`src/rtl/a2b_pkg.sv`:
```
// Shared types, constants and helpers for the avcC to Annex B converter.
package a2b_pkg;

   localparam int unsigned QueueDepth = 4;
   localparam int unsigned QPtrW      = $clog2(QueueDepth);
   localparam int unsigned QCntW      = $clog2(QueueDepth + 1);

   localparam logic [7:0]  NalMask   = 8'h1F;
   localparam logic [15:0] MinParsed = 16'd7;
   localparam logic [15:0] PassMin   = 16'd3;
   localparam logic [15:0] CountPos  = 16'd5;

   typedef enum logic [3:0] {
      PH_START,
      PH_ZERO1,
      PH_ZERO2,
      PH_PASS,
      PH_SKIP,
      PH_LEN_HI,
      PH_LEN_LO,
      PH_PAYLOAD,
      PH_IDLE
   } phase_type;

   typedef enum logic [1:0] {
      RUN_EMPTY,
      RUN_BYTE,
      RUN_TRIPLE,
      RUN_START
   } run_kind_type;

   typedef struct packed {
      run_kind_type kind;
      logic [7:0]   data;
      logic         record_end;
   } run_cmd_type;

   typedef struct packed {
      logic empty;
      logic full;
   } queue_status_type;

   // Index of the last result of a run of the given kind.
   function automatic logic [1:0] last_index(input run_kind_type kind);
      logic [1:0] idx;
      unique case (kind)
         RUN_EMPTY:  idx = 2'd0;
         RUN_BYTE:   idx = 2'd0;
         RUN_TRIPLE: idx = 2'd2;
         RUN_START:  idx = 2'd3;
         default:    idx = 2'd0;
      endcase
      return idx;
   endfunction

   // Bytes of the 00 00 00 01 start code.
   function automatic logic [7:0] start_code_byte(input logic [1:0] idx);
      return (idx == 2'd3) ? 8'h01 : 8'h00;
   endfunction

endpackage

```
`src/rtl/a2b_front.sv`:
```
// Record parser: accepts input bytes and classifies each into an output run.
module a2b_front (
   input  logic                  clock,
   input  logic                  reset,
   input  logic                  req_valid,
   input  logic [7:0]            req_data_byte,
   input  logic [15:0]           req_record_length,
   input  logic                  room,
   output logic                  push_valid,
   output a2b_pkg::run_cmd_type  push_cmd
);

   a2b_pkg::phase_type phase_ff, phase_in, phase_nx;
   logic [15:0] pos_ff, pos_in;
   logic [7:0]  units_ff, units_in;
   logic        pps_ff, pps_in;
   logic [7:0]  len_high_ff, len_high_in;
   logic [15:0] payload_ff, payload_in;

   logic        accept;
   logic        is_final;
   logic        fits2;
   logic        overrun;
   logic [15:0] unit_len;
   logic        skip_done;

   assign accept    = req_valid & room;
   assign is_final  = ({1'b0, pos_ff} + 17'd1) >= {1'b0, req_record_length};
   assign fits2     = ({1'b0, pos_ff} + 17'd2) <= {1'b0, req_record_length};
   assign unit_len  = {len_high_ff, req_data_byte};
   assign overrun   = ({2'b00, pos_ff} + 18'd1 + {2'b00, unit_len})
                      > {2'b00, req_record_length};
   assign skip_done = pos_ff >= a2b_pkg::CountPos;

   // Next phase
   always_comb begin
      phase_nx = phase_ff;
      unique case (phase_ff)
         a2b_pkg::PH_START: begin
            if (req_data_byte == 8'h00) begin
               phase_nx = a2b_pkg::PH_ZERO1;
            end else if (req_data_byte == 8'h01 &&
                         req_record_length >= a2b_pkg::MinParsed) begin
               phase_nx = a2b_pkg::PH_SKIP;
            end else begin
               phase_nx = a2b_pkg::PH_IDLE;
            end
         end
         a2b_pkg::PH_ZERO1: begin
            phase_nx = (req_data_byte == 8'h00) ? a2b_pkg::PH_ZERO2 : a2b_pkg::PH_IDLE;
         end
         a2b_pkg::PH_ZERO2: begin
            if ((req_data_byte == 8'h00 || req_data_byte == 8'h01) &&
                req_record_length >= a2b_pkg::PassMin) begin
               phase_nx = a2b_pkg::PH_PASS;
            end else begin
               phase_nx = a2b_pkg::PH_IDLE;
            end
         end
         a2b_pkg::PH_PASS: phase_nx = a2b_pkg::PH_PASS;
         a2b_pkg::PH_SKIP: begin
            phase_nx = skip_done ? a2b_pkg::PH_LEN_HI : a2b_pkg::PH_SKIP;
         end
         a2b_pkg::PH_LEN_HI: begin
            if (units_ff != 8'd0 && fits2) begin
               phase_nx = a2b_pkg::PH_LEN_LO;
            end else if (!pps_ff) begin
               phase_nx = a2b_pkg::PH_LEN_HI;
            end else begin
               phase_nx = a2b_pkg::PH_IDLE;
            end
         end
         a2b_pkg::PH_LEN_LO: begin
            if (overrun) begin
               phase_nx = pps_ff ? a2b_pkg::PH_IDLE : a2b_pkg::PH_LEN_HI;
            end else if (unit_len == 16'd0) begin
               phase_nx = a2b_pkg::PH_LEN_HI;
            end else begin
               phase_nx = a2b_pkg::PH_PAYLOAD;
            end
         end
         a2b_pkg::PH_PAYLOAD: begin
            phase_nx = (payload_ff == 16'd1) ? a2b_pkg::PH_LEN_HI : a2b_pkg::PH_PAYLOAD;
         end
         a2b_pkg::PH_IDLE: phase_nx = a2b_pkg::PH_IDLE;
         default:          phase_nx = a2b_pkg::PH_IDLE;
      endcase
      // A record's final byte returns everything to the start of the next record
      phase_in = is_final ? a2b_pkg::PH_START : phase_nx;
   end

   // Run command and counters
   always_comb begin
      push_cmd.kind       = a2b_pkg::RUN_EMPTY;
      push_cmd.data       = req_data_byte;
      push_cmd.record_end = is_final;
      units_in    = units_ff;
      pps_in      = pps_ff;
      len_high_in = len_high_ff;
      payload_in  = payload_ff;
      unique case (phase_ff)
         a2b_pkg::PH_ZERO2: begin
            if ((req_data_byte == 8'h00 || req_data_byte == 8'h01) &&
                req_record_length >= a2b_pkg::PassMin) begin
               push_cmd.kind = a2b_pkg::RUN_TRIPLE;
            end
         end
         a2b_pkg::PH_PASS: push_cmd.kind = a2b_pkg::RUN_BYTE;
         a2b_pkg::PH_SKIP: begin
            if (skip_done) begin
               units_in = req_data_byte & a2b_pkg::NalMask;
               pps_in   = 1'b0;
            end
         end
         a2b_pkg::PH_LEN_HI: begin
            if (units_ff != 8'd0 && fits2) begin
               len_high_in = req_data_byte;
            end else if (!pps_ff) begin
               // Loop ended: this byte is the PPS count
               units_in = req_data_byte;
               pps_in   = 1'b1;
            end
         end
         a2b_pkg::PH_LEN_LO: begin
            if (overrun) begin
               if (!pps_ff) begin
                  units_in = 8'd0;
               end
            end else begin
               push_cmd.kind = a2b_pkg::RUN_START;
               units_in      = units_ff - 8'd1;
               if (unit_len != 16'd0) begin
                  payload_in = unit_len;
               end
            end
         end
         a2b_pkg::PH_PAYLOAD: begin
            push_cmd.kind = a2b_pkg::RUN_BYTE;
            payload_in    = payload_ff - 16'd1;
         end
         default: begin
         end
      endcase
      if (is_final) begin
         pos_in      = 16'd0;
         units_in    = 8'd0;
         pps_in      = 1'b0;
         len_high_in = 8'd0;
         payload_in  = 16'd0;
      end else begin
         pos_in = pos_ff + 16'd1;
      end
   end

   assign push_valid = accept;

   always_ff @(posedge clock) begin
      if (reset) begin
         phase_ff    <= a2b_pkg::PH_START;
         pos_ff      <= 16'd0;
         units_ff    <= 8'd0;
         pps_ff      <= 1'b0;
         len_high_ff <= 8'd0;
         payload_ff  <= 16'd0;
      end else if (accept) begin
         phase_ff    <= phase_in;
         pos_ff      <= pos_in;
         units_ff    <= units_in;
         pps_ff      <= pps_in;
         len_high_ff <= len_high_in;
         payload_ff  <= payload_in;
      end
   end

endmodule

```
`src/rtl/a2b_queue.sv`:
```
// Short command queue between the parser and the byte emitter.
module a2b_queue (
   input  logic                      clock,
   input  logic                      reset,
   input  logic                      push,
   input  a2b_pkg::run_cmd_type      push_cmd,
   input  logic                      pop,
   output a2b_pkg::run_cmd_type      head_cmd,
   output a2b_pkg::queue_status_type status,
   output logic [a2b_pkg::QCntW-1:0] count
);

   a2b_pkg::run_cmd_type slot_ff [a2b_pkg::QueueDepth];
   logic [a2b_pkg::QPtrW-1:0] wr_ptr_ff, wr_ptr_in;
   logic [a2b_pkg::QPtrW-1:0] rd_ptr_ff, rd_ptr_in;
   logic [a2b_pkg::QCntW-1:0] count_ff, count_in;
   logic do_push;
   logic do_pop;

   assign status.empty = (count_ff == '0);
   assign status.full  = (count_ff == a2b_pkg::QCntW'(a2b_pkg::QueueDepth));
   assign do_push      = push & ~status.full;
   assign do_pop       = pop & ~status.empty;
   assign head_cmd     = slot_ff[rd_ptr_ff];
   assign count        = count_ff;

   always_comb begin
      wr_ptr_in = do_push ? wr_ptr_ff + a2b_pkg::QPtrW'(1) : wr_ptr_ff;
      rd_ptr_in = do_pop ? rd_ptr_ff + a2b_pkg::QPtrW'(1) : rd_ptr_ff;
      count_in  = count_ff;
      if (do_push && !do_pop) begin
         count_in = count_ff + a2b_pkg::QCntW'(1);
      end else if (do_pop && !do_push) begin
         count_in = count_ff - a2b_pkg::QCntW'(1);
      end
   end

   always_ff @(posedge clock) begin
      if (do_push) begin
         slot_ff[wr_ptr_ff] <= push_cmd;
      end
   end

   always_ff @(posedge clock) begin
      if (reset) begin
         wr_ptr_ff <= '0;
         rd_ptr_ff <= '0;
         count_ff  <= '0;
      end else begin
         wr_ptr_ff <= wr_ptr_in;
         rd_ptr_ff <= rd_ptr_in;
         count_ff  <= count_in;
      end
   end

endmodule

```
`src/rtl/a2b_back.sv`:
```
// Byte emitter: expands queued run commands into result items.
module a2b_back (
   input  logic                      clock,
   input  logic                      reset,
   input  a2b_pkg::run_cmd_type      head_cmd,
   input  a2b_pkg::queue_status_type status,
   output logic                      pop,
   output logic                      rsp_valid,
   input  logic                      rsp_stall,
   output logic [7:0]                rsp_out_byte,
   output logic                      rsp_byte_valid,
   output logic                      rsp_last_of_run,
   output logic                      rsp_record_end
);

   logic       valid_ff, valid_in;
   logic [1:0] idx_ff, idx_in;
   logic [7:0] byte_ff, byte_in;
   logic       bvalid_ff, bvalid_in;
   logic       last_ff, last_in;
   logic       rend_ff;
   logic       out_free;
   logic       load;

   assign out_free = ~valid_ff | ~rsp_stall;
   assign load     = out_free & ~status.empty;
   assign last_in  = (idx_ff == a2b_pkg::last_index(head_cmd.kind));
   assign pop      = load & last_in;

   always_comb begin
      byte_in   = 8'h00;
      bvalid_in = 1'b1;
      unique case (head_cmd.kind)
         a2b_pkg::RUN_EMPTY: bvalid_in = 1'b0;
         a2b_pkg::RUN_BYTE:  byte_in = head_cmd.data;
         a2b_pkg::RUN_TRIPLE: begin
            byte_in = (idx_ff == 2'd2) ? head_cmd.data : 8'h00;
         end
         a2b_pkg::RUN_START: byte_in = a2b_pkg::start_code_byte(idx_ff);
         default:            bvalid_in = 1'b0;
      endcase
   end

   always_comb begin
      idx_in   = idx_ff;
      valid_in = valid_ff;
      if (load) begin
         // Advance within the run, restart at the next command
         idx_in   = last_in ? 2'd0 : idx_ff + 2'd1;
         valid_in = 1'b1;
      end else if (out_free) begin
         valid_in = 1'b0;
      end
   end

   always_ff @(posedge clock) begin
      if (reset) begin
         valid_ff <= 1'b0;
         idx_ff   <= 2'd0;
      end else begin
         valid_ff <= valid_in;
         idx_ff   <= idx_in;
      end
   end

   always_ff @(posedge clock) begin
      if (load) begin
         byte_ff   <= byte_in;
         bvalid_ff <= bvalid_in;
         last_ff   <= last_in;
         rend_ff   <= head_cmd.record_end;
      end
   end

   assign rsp_valid       = valid_ff;
   assign rsp_out_byte    = byte_ff;
   assign rsp_byte_valid  = bvalid_ff;
   assign rsp_last_of_run = last_ff;
   assign rsp_record_end  = rend_ff;

endmodule

```
`src/rtl/avcc_config_to_annexb.sv`:
```
// Top level of the avcC decoder configuration record to Annex B converter.
//
//   channel | direction | ports
//   req     | in        | req_valid, req_stall, req_data_byte, req_record_length
//   rsp     | out       | rsp_valid, rsp_stall, rsp_out_byte, rsp_byte_valid,
//           |           | rsp_last_of_run, rsp_record_end
//
// One input item is taken per cycle while the four-entry run queue has room.
// Each item yields 1 to 4 result items, sent one per cycle from the output
// register while rsp_stall is low; frequent start-code runs (4 results) set the sustained rate.
// Synchronous reset clears parser state, queue and output valid.
// req_stall rises only when the queue is full; rsp_stall holds the output register.
module avcc_config_to_annexb (
   input  logic        clock,
   input  logic        reset,
   input  logic        req_valid,
   output logic        req_stall,
   input  logic [7:0]  req_data_byte,
   input  logic [15:0] req_record_length,
   output logic        rsp_valid,
   input  logic        rsp_stall,
   output logic [7:0]  rsp_out_byte,
   output logic        rsp_byte_valid,
   output logic        rsp_last_of_run,
   output logic        rsp_record_end
);

   logic                      push_valid;
   a2b_pkg::run_cmd_type      push_cmd;
   a2b_pkg::run_cmd_type      head_cmd;
   a2b_pkg::queue_status_type q_status;
   logic [a2b_pkg::QCntW-1:0] q_count;
   logic                      pop;

   assign req_stall = q_status.full;

   a2b_front u_front (
      .clock             (clock),
      .reset             (reset),
      .req_valid         (req_valid),
      .req_data_byte     (req_data_byte),
      .req_record_length (req_record_length),
      .room              (~q_status.full),
      .push_valid        (push_valid),
      .push_cmd          (push_cmd)
   );

   a2b_queue u_queue (
      .clock    (clock),
      .reset    (reset),
      .push     (push_valid),
      .push_cmd (push_cmd),
      .pop      (pop),
      .head_cmd (head_cmd),
      .status   (q_status),
      .count    (q_count)
   );

   a2b_back u_back (
      .clock           (clock),
      .reset           (reset),
      .head_cmd        (head_cmd),
      .status          (q_status),
      .pop             (pop),
      .rsp_valid       (rsp_valid),
      .rsp_stall       (rsp_stall),
      .rsp_out_byte    (rsp_out_byte),
      .rsp_byte_valid  (rsp_byte_valid),
      .rsp_last_of_run (rsp_last_of_run),
      .rsp_record_end  (rsp_record_end)
   );

   a_reset_clears_out: assert property (@(posedge clock)
      reset |=> !rsp_valid)
      else $error("result valid after reset");

   a_empty_run_form: assert property (@(posedge clock) disable iff (reset)
      rsp_valid && !rsp_byte_valid |-> rsp_last_of_run && rsp_out_byte == 8'h00)
      else $error("empty run item malformed");

   a_run_continues: assert property (@(posedge clock) disable iff (reset)
      rsp_valid && !rsp_last_of_run |=> rsp_valid)
      else $error("run broken before its last item");

   a_queue_bound: assert property (@(posedge clock) disable iff (reset)
      q_count <= a2b_pkg::QCntW'(a2b_pkg::QueueDepth) && !(push_valid && q_status.full))
      else $error("run queue overflow");

endmodule
```
`config.mk`:
```
export PLATFORM = sky130hd
export DESIGN_NAME = avcc_config_to_annexb
export DESIGN_NICKNAME = d
export VERILOG_FILES = /design/src/rtl/a2b_pkg.sv /design/src/rtl/a2b_front.sv /design/src/rtl/a2b_queue.sv /design/src/rtl/a2b_back.sv /design/src/rtl/avcc_config_to_annexb.sv
export SDC_FILE = /design/constraint.sdc
export NUM_CORES = 1
export LEC_CHECK = 0
export ABC_AREA = 1
export BUFFER_PORTS_ARGS = -buffer_cell sky130_fd_sc_hd__buf_2
export CAP_MARGIN = 20
export CORE_MARGIN = 2
export CORE_UTILIZATION = 27
export DETAILED_ROUTE_END_ITERATION = 12
export GPL_TIMING_DRIVEN = 0
export SLEW_MARGIN = 10
export SYNTH_ARGS = -nofsm -noshare
export SYNTH_HDL_FRONTEND = slang
export SYNTH_SLANG_ARGS = --single-unit
```
`constraint.sdc`:
```
create_clock -name clock -period 5.1 [get_ports clock]
set_clock_uncertainty 0.1 [all_clocks]
set_input_delay 1.02 -clock clock [delete_from_list [all_inputs] [get_ports clock]]
set_output_delay 1.02 -clock clock [all_outputs]
set_load 0.03 [all_outputs]
```
==> out/metrics.cfg <==
[run_status]
outcome = finished clean

[run]
drv_cap = 0

[sta]
maximum_frequency_from_static_timing_analysis_mhz = 208
worst-slew-pin-transition_ps = 989
final-setup-viol-count = 0
finalHoldViolations = 0
final_max_slew_viol_count = 0
setup_slack_ps = 284
fin_crit_sh_pct = 94.4
period_needed_ps = 4820
timing.max_slew.rel_slack_pct = 33.8

[critical_path]
worst_setup_path_end_kind = flip-flop
path_common_cell = sky130_fd_sc_hd__nand2_1
cp.required_ps = 5320
worst-setup-path-type = reg2reg
timing.critical_path.from_type = flip-flop
rrSetupSlack_ps = 280
worst-path-max-fanout = 10
buffer_and_inverter_count_on_the_worst_path = 2
critical-path-top-delay-family = simple AND/OR/NAND/NOR gates
critPathMaxStageDelay_ps = 400
crit_arrival_ps = 5040
worst_path_max_delay_cell = sky130_fd_sc_hd__dfxtp_2

[clock_tree]
cts-htree-levels = 4
total_number_of_clock_tree_sinks = 120
cts_made_buffers = 17
cts_tree = done
cts_root_buf = sky130_fd_sc_hd__clkbuf_16
clock_insertion_delay_at_the_later_pin_of_the_skew_report_ps = 430
clkTransAtPathRegs_ps = 60
clock_path_buffers = 2
cts-hold-fix-buffers = 0

[placed_design]
detailedPlace.worstSlack_ps = -142
place.gp.congestion = 0.888
placement.io_buffers = 40
detailed_place_hpwl_mm = 18.2
dp_cells = 1592

[drt]
drt_iter0_markers = 488
route.final.wire_length_mm = 23.7
num_vias = 7773
dr.pass1.iters = 5
detail_route.wl_per_cell_um = 14.5
antenna_left = 0
drc = 0
vias_per_instance = 4.76

[finish]
fillers = 3295
mostFrequentLayoutCells = sky130_fd_sc_hd__nand2_1 (253), sky130_fd_sc_hd__nor2_1 (141), sky130_fd_sc_hd__inv_1 (138)
insertedDiodeCount = 0
final_non_filler_cells = 1633
post-route-util_pct = 31.8
final_layout_size_suffix_gt1_share_pct = 12.1
final_net_count = 1329
area_overhead_of_the_layout_relative_to_synthesis_pct = 16.9
mostFrequentLayoutCell = sky130_fd_sc_hd__nand2_1

[die]
num_io_pins = 41
die-area_um2 = 33000
start_util_pct = 27.2
num_rows = 65
fp.dieW_um = 182
die_ht_um = 182
placeableCoreArea_um2 = 31300

[yosys]
yosys_most_used_dff = sky130_fd_sc_hd__dfxtp_1
syn-mean-instance-area_um2 = 7.41
synth_seq_area_share_pct = 34.6
mappedNetlistNets = 1261
post_synth_instance_area_um2 = 8530
synth-edff-count = 55
synth_cells = 1150
synthesis.yosys.warnings = 0
synth_async_sr_flop_share_pct = 0
synth_cell_type_count = 45
synthesis_stage_register_bit_count = 120

[global_route]
grt_first_pass_wirelength_mm = 37.8
globalRouteOverflowTotal = 0
grt_max_degree = 17
number_of_global_route_vias_before_repair = 7216
grt_antenna_before_repair = 1
global_route.usage.total_pct = 14.6

[pwr]
total_leakage_power_nw = 4.57
power.ir.vdd_worst_mv = 0.186
power.density_cell_area_nw_per_um2 = 330

[worst_hold_path]
hold_path_class = reg2reg

-- logic make-up (layout without fill, tap and decap cells) --
family / count (synthesis) / in the layout / share of synthesized area, %
flip-flops: 120 / 120 / 34.6
AND/OR/NAND/NOR: 528 / 528 / 27.1
adder cells (fa/ha/maj): 83 / 83 / 12.4
XOR/XNOR: 55 / 55 / 5.65
AO/OA/AOI/OAI: 190 / 190 / 12.2
buffers and inverters: 174 / 255 / 8.10
-- where the power goes --
group | internal, W | switching [W] | total [W]
Combinational | 0.000273 | 0.000624 | 0.000897
Sequential | 0.00116 | 0.0000538 | 0.00122
Clock | 0.000718 | 0.000456 | 0.00117
-- final cells by class --
class	instances	area (µm²)	area share, %
Inverter	147	558	5.60
Sequential cell	120	2960	29.7
Timing Repair Buffer	49	268	2.69
Multi-Input combinational cell	856	4970	49.9
Clock inverter	15	150	1.51
Clock buffer	17	425	4.27
Tap cell	402	503	5.05
Buffer	27	136	1.37
-- through the flow --
step / area [µm²] / setup TNS (ps) / total power (W) / hold slack [ps]
4_1_cts: 9830 / 0 / 0.00330 / 367
6_report: 9970 / 0 / 0.00329 / 364
3_5_place_dp: 9230 / -1930 / 0.00212 / 358
5_1_grt: 9970 / -40.6 / 0.00347 / 400
2_1_floorplan: 8530 / 0 / 0.00186 / 336
3_3_place_gp: 9230 / -295 / 0.00211 / 354
-- worst min-delay path, delay by kind of cell, from the launching register on --
kind            cells  cell delay [ps]
flops               1              310
compound gates      1               50
buf+inv             1               60
-- routing by layer --
metal	vias to the layer above	part of all wire (%)	track usage, %
met1	3575	45	18.8
met3	48	5.2	2.71
met2	210	47	24.4
met4	2	2.4	5.30
met5	-	0.030	0
li1	3938	-	-
-- synth_stat cells (2+ instances only) --
| library cell | instances | share of area, % |
|---|---|---|
| sky130_fd_sc_hd__nand2_1 | 253 | 11 |
| sky130_fd_sc_hd__buf_6 | 3 | 0.40 |
| sky130_fd_sc_hd__o21ai_1 | 7 | 0.41 |
| sky130_fd_sc_hd__nand3b_1 | 3 | 0.26 |
| sky130_fd_sc_hd__nor3_1 | 20 | 1.2 |
| sky130_fd_sc_hd__nor2_4 | 4 | 0.53 |
| sky130_fd_sc_hd__fa_1 | 2 | 0.47 |
| sky130_fd_sc_hd__clkinv_1 | 2 | 0.088 |
| sky130_fd_sc_hd__xor2_1 | 47 | 4.8 |
| sky130_fd_sc_hd__a211oi_1 | 9 | 0.79 |
| sky130_fd_sc_hd__o211ai_1 | 4 | 0.35 |
| sky130_fd_sc_hd__nor2_2 | 4 | 0.29 |
| sky130_fd_sc_hd__o21bai_1 | 3 | 0.26 |
| sky130_fd_sc_hd__xnor2_1 | 8 | 0.82 |
| sky130_fd_sc_hd__nor3_2 | 3 | 0.35 |
| sky130_fd_sc_hd__clkbuf_1 | 16 | 0.70 |
| sky130_fd_sc_hd__o21a_1 | 2 | 0.18 |
| sky130_fd_sc_hd__inv_1 | 138 | 6.1 |
| sky130_fd_sc_hd__nand3_1 | 43 | 2.5 |
| sky130_fd_sc_hd__nand4_1 | 23 | 1.7 |
| sky130_fd_sc_hd__o31ai_1 | 2 | 0.18 |
| sky130_fd_sc_hd__a21oi_1 | 96 | 5.6 |
| sky130_fd_sc_hd__nand3_4 | 2 | 0.41 |
| sky130_fd_sc_hd__nand2_2 | 7 | 0.51 |
| sky130_fd_sc_hd__edfxtp_1 | 55 | 19 |
| sky130_fd_sc_hd__nor3b_1 | 2 | 0.18 |
| sky130_fd_sc_hd__a21o_1 | 3 | 0.26 |
| sky130_fd_sc_hd__nand3_2 | 3 | 0.35 |
| sky130_fd_sc_hd__inv_2 | 6 | 0.26 |
| sky130_fd_sc_hd__buf_2 | 7 | 0.41 |
| sky130_fd_sc_hd__nor2_1 | 146 | 6.4 |
| sky130_fd_sc_hd__ha_1 | 81 | 12 |
| sky130_fd_sc_hd__nand2_4 | 2 | 0.26 |
| sky130_fd_sc_hd__a21oi_2 | 3 | 0.31 |
| sky130_fd_sc_hd__a31oi_1 | 6 | 0.44 |
| sky130_fd_sc_hd__o22ai_1 | 4 | 0.29 |
| sky130_fd_sc_hd__o21ai_0 | 49 | 2.9 |
| sky130_fd_sc_hd__or2_2 | 4 | 0.29 |
| sky130_fd_sc_hd__dfxtp_1 | 65 | 15 |
| sky130_fd_sc_hd__nor4_1 | 8 | 0.59 |
-- worst paths after layout --
kind	to	startpoint	cells after the start
max	u_front.units_ff[5]$_SDFFE_PP0P_	u_front.pos_ff[2]$_SDFFE_PP0P_	30
min	u_queue.rd_ptr_ff[0]$_SDFFE_PP0P_	u_queue.rd_ptr_ff[0]$_SDFFE_PP0P_	2
max reg2reg	u_front.units_ff[5]$_SDFFE_PP0P_	u_front.pos_ff[2]$_SDFFE_PP0P_	30
min reg2reg	u_queue.rd_ptr_ff[0]$_SDFFE_PP0P_	u_queue.rd_ptr_ff[0]$_SDFFE_PP0P_	2
-- sequential cells by signal, indices dropped and copies added, names as in the netlist, 3 cells and up, named ones only --
| signal | cells |
|---|---|
| u_back.rsp_out_byte | 8 |
| u_front.len_high_ff | 8 |
| u_front.payload_ff | 16 |
| u_front.phase_ff | 4 |
| u_front.pos_ff | 16 |
| u_front.units_ff | 8 |
| u_queue.count | 3 |
| u_queue.slot_ff | 44 |
-- timing repair --
| action | in CTS | in global routing |
|---|---|---|
| setup buffers | 0 | 7 |
| gates resized for setup | 6 | 17 |
| pin swaps | 0 | 1 |
| endpoints found under the setup margin | 29 | 35 |
| endpoints found under the hold margin | 0 | 0 |
(Power assumes the default switching activity.)
